==> src/rtl/cre_pkg.sv <==
// Shared types, constants and helpers for the capture run-length encoder.
// No dependencies; imported by every module of the block except cre_lane.
package cre_pkg;

  localparam int unsigned RUN_W   = 15;
  localparam int unsigned CNT_W   = RUN_W + 1;
  localparam int unsigned RUN_MAX = 16384;

  typedef struct packed {
    logic first_word;
    logic last_word;
  } cre_flags_t;

  // Clamps a widened run count to the saturation limit RUN_MAX.
  function automatic logic [RUN_W-1:0] cre_sat_width(input logic [CNT_W-1:0] v);
    logic [RUN_W-1:0] r;
    if (v > CNT_W'(RUN_MAX)) begin
      r = RUN_W'(RUN_MAX);
    end else begin
      r = v[RUN_W-1:0];
    end
    return r;
  endfunction

endpackage

==> src/rtl/cre_lane.sv <==
// One sample lane: applies the inversion and flags a level change against the
// previous sample of the same word. No package dependencies.
module cre_lane (
  input  logic sample,
  input  logic prev_sample,
  input  logic invert,
  output logic level,
  output logic change
);

  assign level  = sample ^ invert;
  // Inversion applies to both samples, so it cancels out of the comparison.
  assign change = sample ^ prev_sample;

endmodule

==> src/rtl/cre_merge.sv <==
// Merging stage: walks one word's change flags, one run per cycle when the
// output is free, and keeps the open run across words. Depends on cre_pkg.
module cre_merge
  import cre_pkg::*;
#(
  parameter int WORD_BITS = 32
) (
  input  logic                 clk,
  input  logic                 rst,
  input  logic                 lane_valid,
  input  logic [WORD_BITS-1:0] lane_bits,
  input  logic [WORD_BITS-1:1] lane_bounds,
  input  cre_flags_t           lane_flags,
  output logic                 lane_take,
  output logic                 out_valid,
  input  logic                 out_ready,
  output logic [RUN_W:0]       out_data,
  output logic                 out_last
);

  localparam int POS_W = $clog2(WORD_BITS);

  logic                 busy;
  logic [WORD_BITS-1:0] mask;
  logic [POS_W-1:0]     start;
  logic [CNT_W-1:0]     carry;
  logic                 lvl;
  logic                 flush;
  logic                 level_q;
  logic [RUN_W-1:0]     rlen_q;

  logic                 has_b;
  logic [WORD_BITS-1:0] rest;
  logic                 more;
  logic [POS_W-1:0]     pos;
  logic [RUN_W-1:0]     bnd_w;
  logic [CNT_W-1:0]     carry_n;
  logic [POS_W-1:0]     start_n;
  logic                 lvl_n;
  logic [RUN_W-1:0]     end_w;
  logic                 adv;
  logic                 step;
  logic                 emit;
  logic                 finish;
  logic                 commit_level;
  logic [RUN_W-1:0]     commit_len;
  logic                 src_level;
  logic [RUN_W-1:0]     src_len;
  logic                 open_run;

  assign has_b = |mask;
  assign rest  = mask & (mask - WORD_BITS'(1));
  assign more  = |rest;

  // Lowest pending change position.
  always_comb begin
    pos = '0;
    for (int i = WORD_BITS - 1; i >= 0; i--) begin
      if (mask[i]) begin
        pos = POS_W'(i);
      end
    end
  end

  assign bnd_w   = cre_sat_width(carry + CNT_W'(pos) - CNT_W'(start));
  assign carry_n = has_b ? '0 : carry;
  assign start_n = has_b ? pos : start;
  assign lvl_n   = has_b ? ~lvl : lvl;
  assign end_w   = cre_sat_width(carry_n + CNT_W'(WORD_BITS) - CNT_W'(start_n));

  assign adv    = !out_valid || out_ready;
  assign step   = busy && adv;
  assign emit   = step && (has_b || flush);
  assign finish = step && (has_b ? (!more && !flush) : 1'b1);

  assign commit_level = lvl_n;
  assign commit_len   = flush ? '0 : end_w;

  // The next word sees the state this word leaves, even in the cycle it ends.
  assign src_level = finish ? commit_level : level_q;
  assign src_len   = finish ? commit_len : rlen_q;
  assign open_run  = !lane_flags.first_word && (src_len != '0);
  assign lane_take = lane_valid && (!busy || finish);

  always_ff @(posedge clk) begin
    if (rst) begin
      busy      <= 1'b0;
      out_valid <= 1'b0;
      level_q   <= 1'b0;
      rlen_q    <= '0;
    end else begin
      if (finish) begin
        level_q <= commit_level;
        rlen_q  <= commit_len;
      end
      if (lane_take) begin
        busy  <= 1'b1;
        mask  <= {lane_bounds, open_run && (lane_bits[0] != src_level)};
        start <= '0;
        carry <= open_run ? {1'b0, src_len} : '0;
        lvl   <= open_run ? src_level : lane_bits[0];
        flush <= lane_flags.last_word;
      end else if (finish) begin
        busy <= 1'b0;
      end else if (step && has_b) begin
        mask  <= rest;
        start <= pos;
        carry <= '0;
        lvl   <= ~lvl;
      end
      if (adv) begin
        out_valid <= emit;
        if (emit) begin
          out_data <= {has_b ? bnd_w : end_w, lvl};
          out_last <= has_b ? (!more && !flush) : 1'b1;
        end
      end
    end
  end

endmodule

==> src/rtl/capture_run_length_encoder_top.sv <==
// Run-length encoder for captured logic samples: top level.
// Depends on cre_pkg, cre_lane and cre_merge.
//
// Input stream (s_axis): one word of WORD_BITS samples per transaction, bit 0
// earliest. tuser marks the first word of a capture, tlast the final word,
// which flushes the open run. The inversion register is to be written through
// cfg_wr_en / cfg_wr_data only while the block is idle; the block does not
// enforce this. Output stream (m_axis): one finished run per transaction,
// tdata holding the level and the saturating width; tlast marks the last run
// of an input word. An accepted word waits in the lane register and is taken
// into the merging stage when that is free or in the cycle the previous word
// finishes there; each run passes through the output register. While the
// receiver does not stall, the merging stage emits one run per cycle. A stalled
// receiver holds the output register and, behind it, the merging stage and lane
// register; s_axis_tready drops once both are full.
// Reset clears the open run (level 0, no run open), the inversion register
// and all pending transactions.
module capture_run_length_encoder_top
  import cre_pkg::*;
#(
  parameter int WORD_BITS = 32
) (
  input  logic                 clk,
  input  logic                 rst,
  input  logic                 cfg_wr_en,
  input  logic                 cfg_wr_data,     // invert_samples
  input  logic                 s_axis_tvalid,
  output logic                 s_axis_tready,
  input  logic [WORD_BITS-1:0] s_axis_tdata,    // [WORD_BITS-1:0] sample_word
  input  logic                 s_axis_tuser,    // first_word
  input  logic                 s_axis_tlast,    // last_word
  output logic                 m_axis_tvalid,
  input  logic                 m_axis_tready,
  output logic [RUN_W:0]       m_axis_tdata,    // [0] run_level, [15:1] run_width
  output logic                 m_axis_tlast     // last_of_item
);

  logic                 invert;
  logic [WORD_BITS-1:0] bits;
  logic [WORD_BITS-1:1] bounds;
  logic                 lane_valid;
  logic [WORD_BITS-1:0] lane_bits;
  logic [WORD_BITS-1:1] lane_bounds;
  cre_flags_t           lane_flags;
  logic                 lane_take;
  logic                 accept;

  assign accept        = s_axis_tvalid && s_axis_tready;
  assign s_axis_tready = !lane_valid || lane_take;

  assign bits[0] = s_axis_tdata[0] ^ invert;

  for (genvar i = 1; i < WORD_BITS; i++) begin : g_lane
    cre_lane u_lane (
      .sample      (s_axis_tdata[i]),
      .prev_sample (s_axis_tdata[i-1]),
      .invert      (invert),
      .level       (bits[i]),
      .change      (bounds[i])
    );
  end

  always_ff @(posedge clk) begin
    if (rst) begin
      invert     <= 1'b0;
      lane_valid <= 1'b0;
    end else begin
      if (cfg_wr_en) begin
        invert <= cfg_wr_data;
      end
      if (accept) begin
        lane_valid             <= 1'b1;
        lane_bits              <= bits;
        lane_bounds            <= bounds;
        lane_flags.first_word  <= s_axis_tuser;
        lane_flags.last_word   <= s_axis_tlast;
      end else if (lane_take) begin
        lane_valid <= 1'b0;
      end
    end
  end

  cre_merge #(
    .WORD_BITS (WORD_BITS)
  ) u_merge (
    .clk         (clk),
    .rst         (rst),
    .lane_valid  (lane_valid),
    .lane_bits   (lane_bits),
    .lane_bounds (lane_bounds),
    .lane_flags  (lane_flags),
    .lane_take   (lane_take),
    .out_valid   (m_axis_tvalid),
    .out_ready   (m_axis_tready),
    .out_data    (m_axis_tdata),
    .out_last    (m_axis_tlast)
  );

endmodule

==> config.mk <==
export PLATFORM = sky130hd
export DESIGN_NAME = capture_run_length_encoder_top
export DESIGN_NICKNAME = d
export VERILOG_FILES = /design/src/rtl/cre_pkg.sv /design/src/rtl/cre_lane.sv /design/src/rtl/cre_merge.sv /design/src/rtl/capture_run_length_encoder_top.sv
export SDC_FILE = /design/constraint.sdc
export NUM_CORES = 1
export LEC_CHECK = 0
export BUFFER_PORTS_ARGS = -buffer_cell sky130_fd_sc_hd__buf_4
export CORE_UTILIZATION = 56
export DETAILED_ROUTE_END_ITERATION = 10
export GPL_ROUTABILITY_DRIVEN = 0
export GPL_TIMING_DRIVEN = 1
export PLACE_DENSITY = 0.76
export SKIP_LAST_GASP = 1
export SLEW_MARGIN = 5
export SYNTH_ARGS = -nofsm -noshare
export SYNTH_HDL_FRONTEND = slang
export SYNTH_HIERARCHICAL = 1
export SYNTH_SLANG_ARGS = --single-unit
==> constraint.sdc <==
create_clock -name clk -period 6.25 [get_ports clk]
set_input_delay 0.3125 -clock clk [delete_from_list [all_inputs] [get_ports clk]]
set_output_delay 0.3125 -clock clk [all_outputs]
set_load 0.005 [all_outputs]
==> metrics <==
power consumption=between 2000 and 2500 uW; die area=14,300 um2; final setup fails=0; Layout Utilization=between 60% and 70%; Slew headroom=a little over half; Tmin final=5.84 ns; final instance area=9050 um2; routed length per instance=16.8 um; Hold Vio Cnt, Final=0; via count=6,375; total CTS buffers=17; FF/Latch Area=roughly 3600 um2; CP delay by family, top=compound AO/OA/AOI/OAI gates; area post-placement=8400 um2; placed wire-length estimate=12.6 mm; Crit path arrival time=6.13 ns; Antenna Cells=0; number of global-route vias before repair=approximately 6,000; f_max=171 MHz; fin crit share=93.5%; nature of the critical path endpoint=flip-flop; Nets=around 940; row cnt=42; area of the multi-input gates=3900 um2; max_cap viols=0; gr ovfl total=0; WS Path Type=flip-flop to flip-flop; clock buffer depth=2; skew final=0.00577 ns; later-pin clock latency in the skew report=around 0.42 ns; syn avg cell area=about 9.8 um2; Leak=between 0.003 and 0.004 uW; Post-Syn Nets=874; clk slew on worst S/H paths=0.06 ns; Worst setup SP type=flip-flop; Place WS=0.119 ns; crit-path max cell delay=0.45 ns; core outline area=13,300 um2; WP data required=6.54 ns; TritonRoute pass-1 iters=5; worst min path class=primary input to flip-flop; RSZ-0062 raised after global routing=no; Max FO, Critical Path=10; Area growth syn-to-layout=17.0%; Slowest-stage cell, CP=edfxtp_1; CTS tree=yes; Die W=120 um; yosys warns=6; antenna violations before repair=0; DRC=0; Worst-Margin Slew=0.701 ns; Post-Route WL=between 15 and 20 mm; Initial Util=roughly 58%; Via-to-Cell Ratio=about 6; VDD IR max=195 uV; Final WS setup=between 0.4 and 0.5 ns; CTS Hold Buffers Added=0; clk root buf=clkbuf_16; crit-path cells=nor2_1 > o31ai_1 > a211o_1 > a211oi_1 > or3_1 > a21oi_1 > o31ai_1 > a211oi_1 > o31ai_2 > a21boi_0 > ha_1 > ha_1 > fa_1 > a211oi_2 > o21ai_2 > nor2_1 > a21oi_2 > o31a_1 > or3_1 > a2111oi_1 > o21a_2 > a22o_1 > and3_1; fillers=1,058; Die Ht=120 um; first-pass GRT wire length=29.0 mm; H-tree Lvls=4; largest net degree at the start of global routing=54; total negative setup slack=0 ns; port bufs=58; pwr dens=244 nW/um2; gr usage total=25.8%; number of buffers and inverters on the critical path=0; max-slew violation count=0; ANT nets after route=0; clk sink count=125; Initial DRC Count=about 600; I/O pins=59; Mapped Cells=793; Mapped Area=7730 um2; status=completed; share of layout cells above drive strength 1=around 16%
==> area by class of cell <==
cell class              instances  area share (%)
inverters                      65            2.70
clock inverters                10           0.705
flip-flops and latches        125            39.3
multi-input cells             571            43.1
well taps                     176            2.43
clock buffers                  22            5.37
repair buffers                 78            6.47
==> cells in the final DEF, fill, tap and decap left out, types with 6 or more instances in the layout <==
master,n
and2_1,13
and3_1,6
nor4_1,11
o22ai_1,8
buf_4,78
a22o_1,10
o21bai_1,7
o31ai_1,8
nand3_1,18
o21ai_0,37
nor3_1,19
nand2_1,93
or4_1,6
edfxtp_1,105
nand4_1,10
nor2_1,53
a21oi_1,32
ha_1,35
dfxtp_1,20
clkbuf_16,18
xor2_1,43
a211oi_1,7
a22oi_1,8
a21o_1,8
o211ai_1,18
nor2b_1,11
inv_1,65
xnor2_1,15
or3_1,10
fa_1,6
==> worst paths after layout <==
| kind | startpoint | end | slack (ns) | cells past startpoint |
|---|---|---|---|---|
| worst max-delay path | u_merge/mask[27] | u_merge/carry[8] | 0.41 | 23 |
| worst min-delay path | s_axis_tuser | lane_flags[1] | 0.07 | 1 |
| worst max register to register | u_merge/mask[27] | u_merge/carry[8] | 0.41 | 23 |
| worst min register to register | lane_flags[0] | u_merge/flush | 0.42 | 0 |
==> per-stage QoR <==
stage | hold slack [ns] | std cells
after floorplan | 0.382 | 793
after global placement | 0.409 | 1012
after detailed placement | 0.408 | 1012
after CTS | 0.0555 | 1044
after global routing | 0.0554 | 1047
final | 0.0709 | 1047
==> sequential cells by signal, indices dropped and copies added (netlist names), 2 cells and up <==
name,cells
u_merge/mask,32
lane_bounds,31
u_merge/out_data,16
u_merge/carry,15
u_merge/rlen_q,15
u_merge/start,5
lane_flags,2
==> what timing repair did <==
action | CTS | global route
resized for setup | 0 | 16
setup buffers | 0 | 3
endpoints found under the setup margin | 0 | 40
==> where the power goes <==
group          switching (uW)  internal [uW]  total [uW]
sequential               38.5            964        1000
clock                     355            547         902
combinational             176            131         307
total                     569           1640        2210
==> routing by layer <==
layer  GRT usage [%]  part of all wire, %
met1            34.0                   42
met2            41.5                   49
met3            5.23                  6.2
met4            10.8                  2.1
met5               0                    0
(Power assumes the default switching activity.)
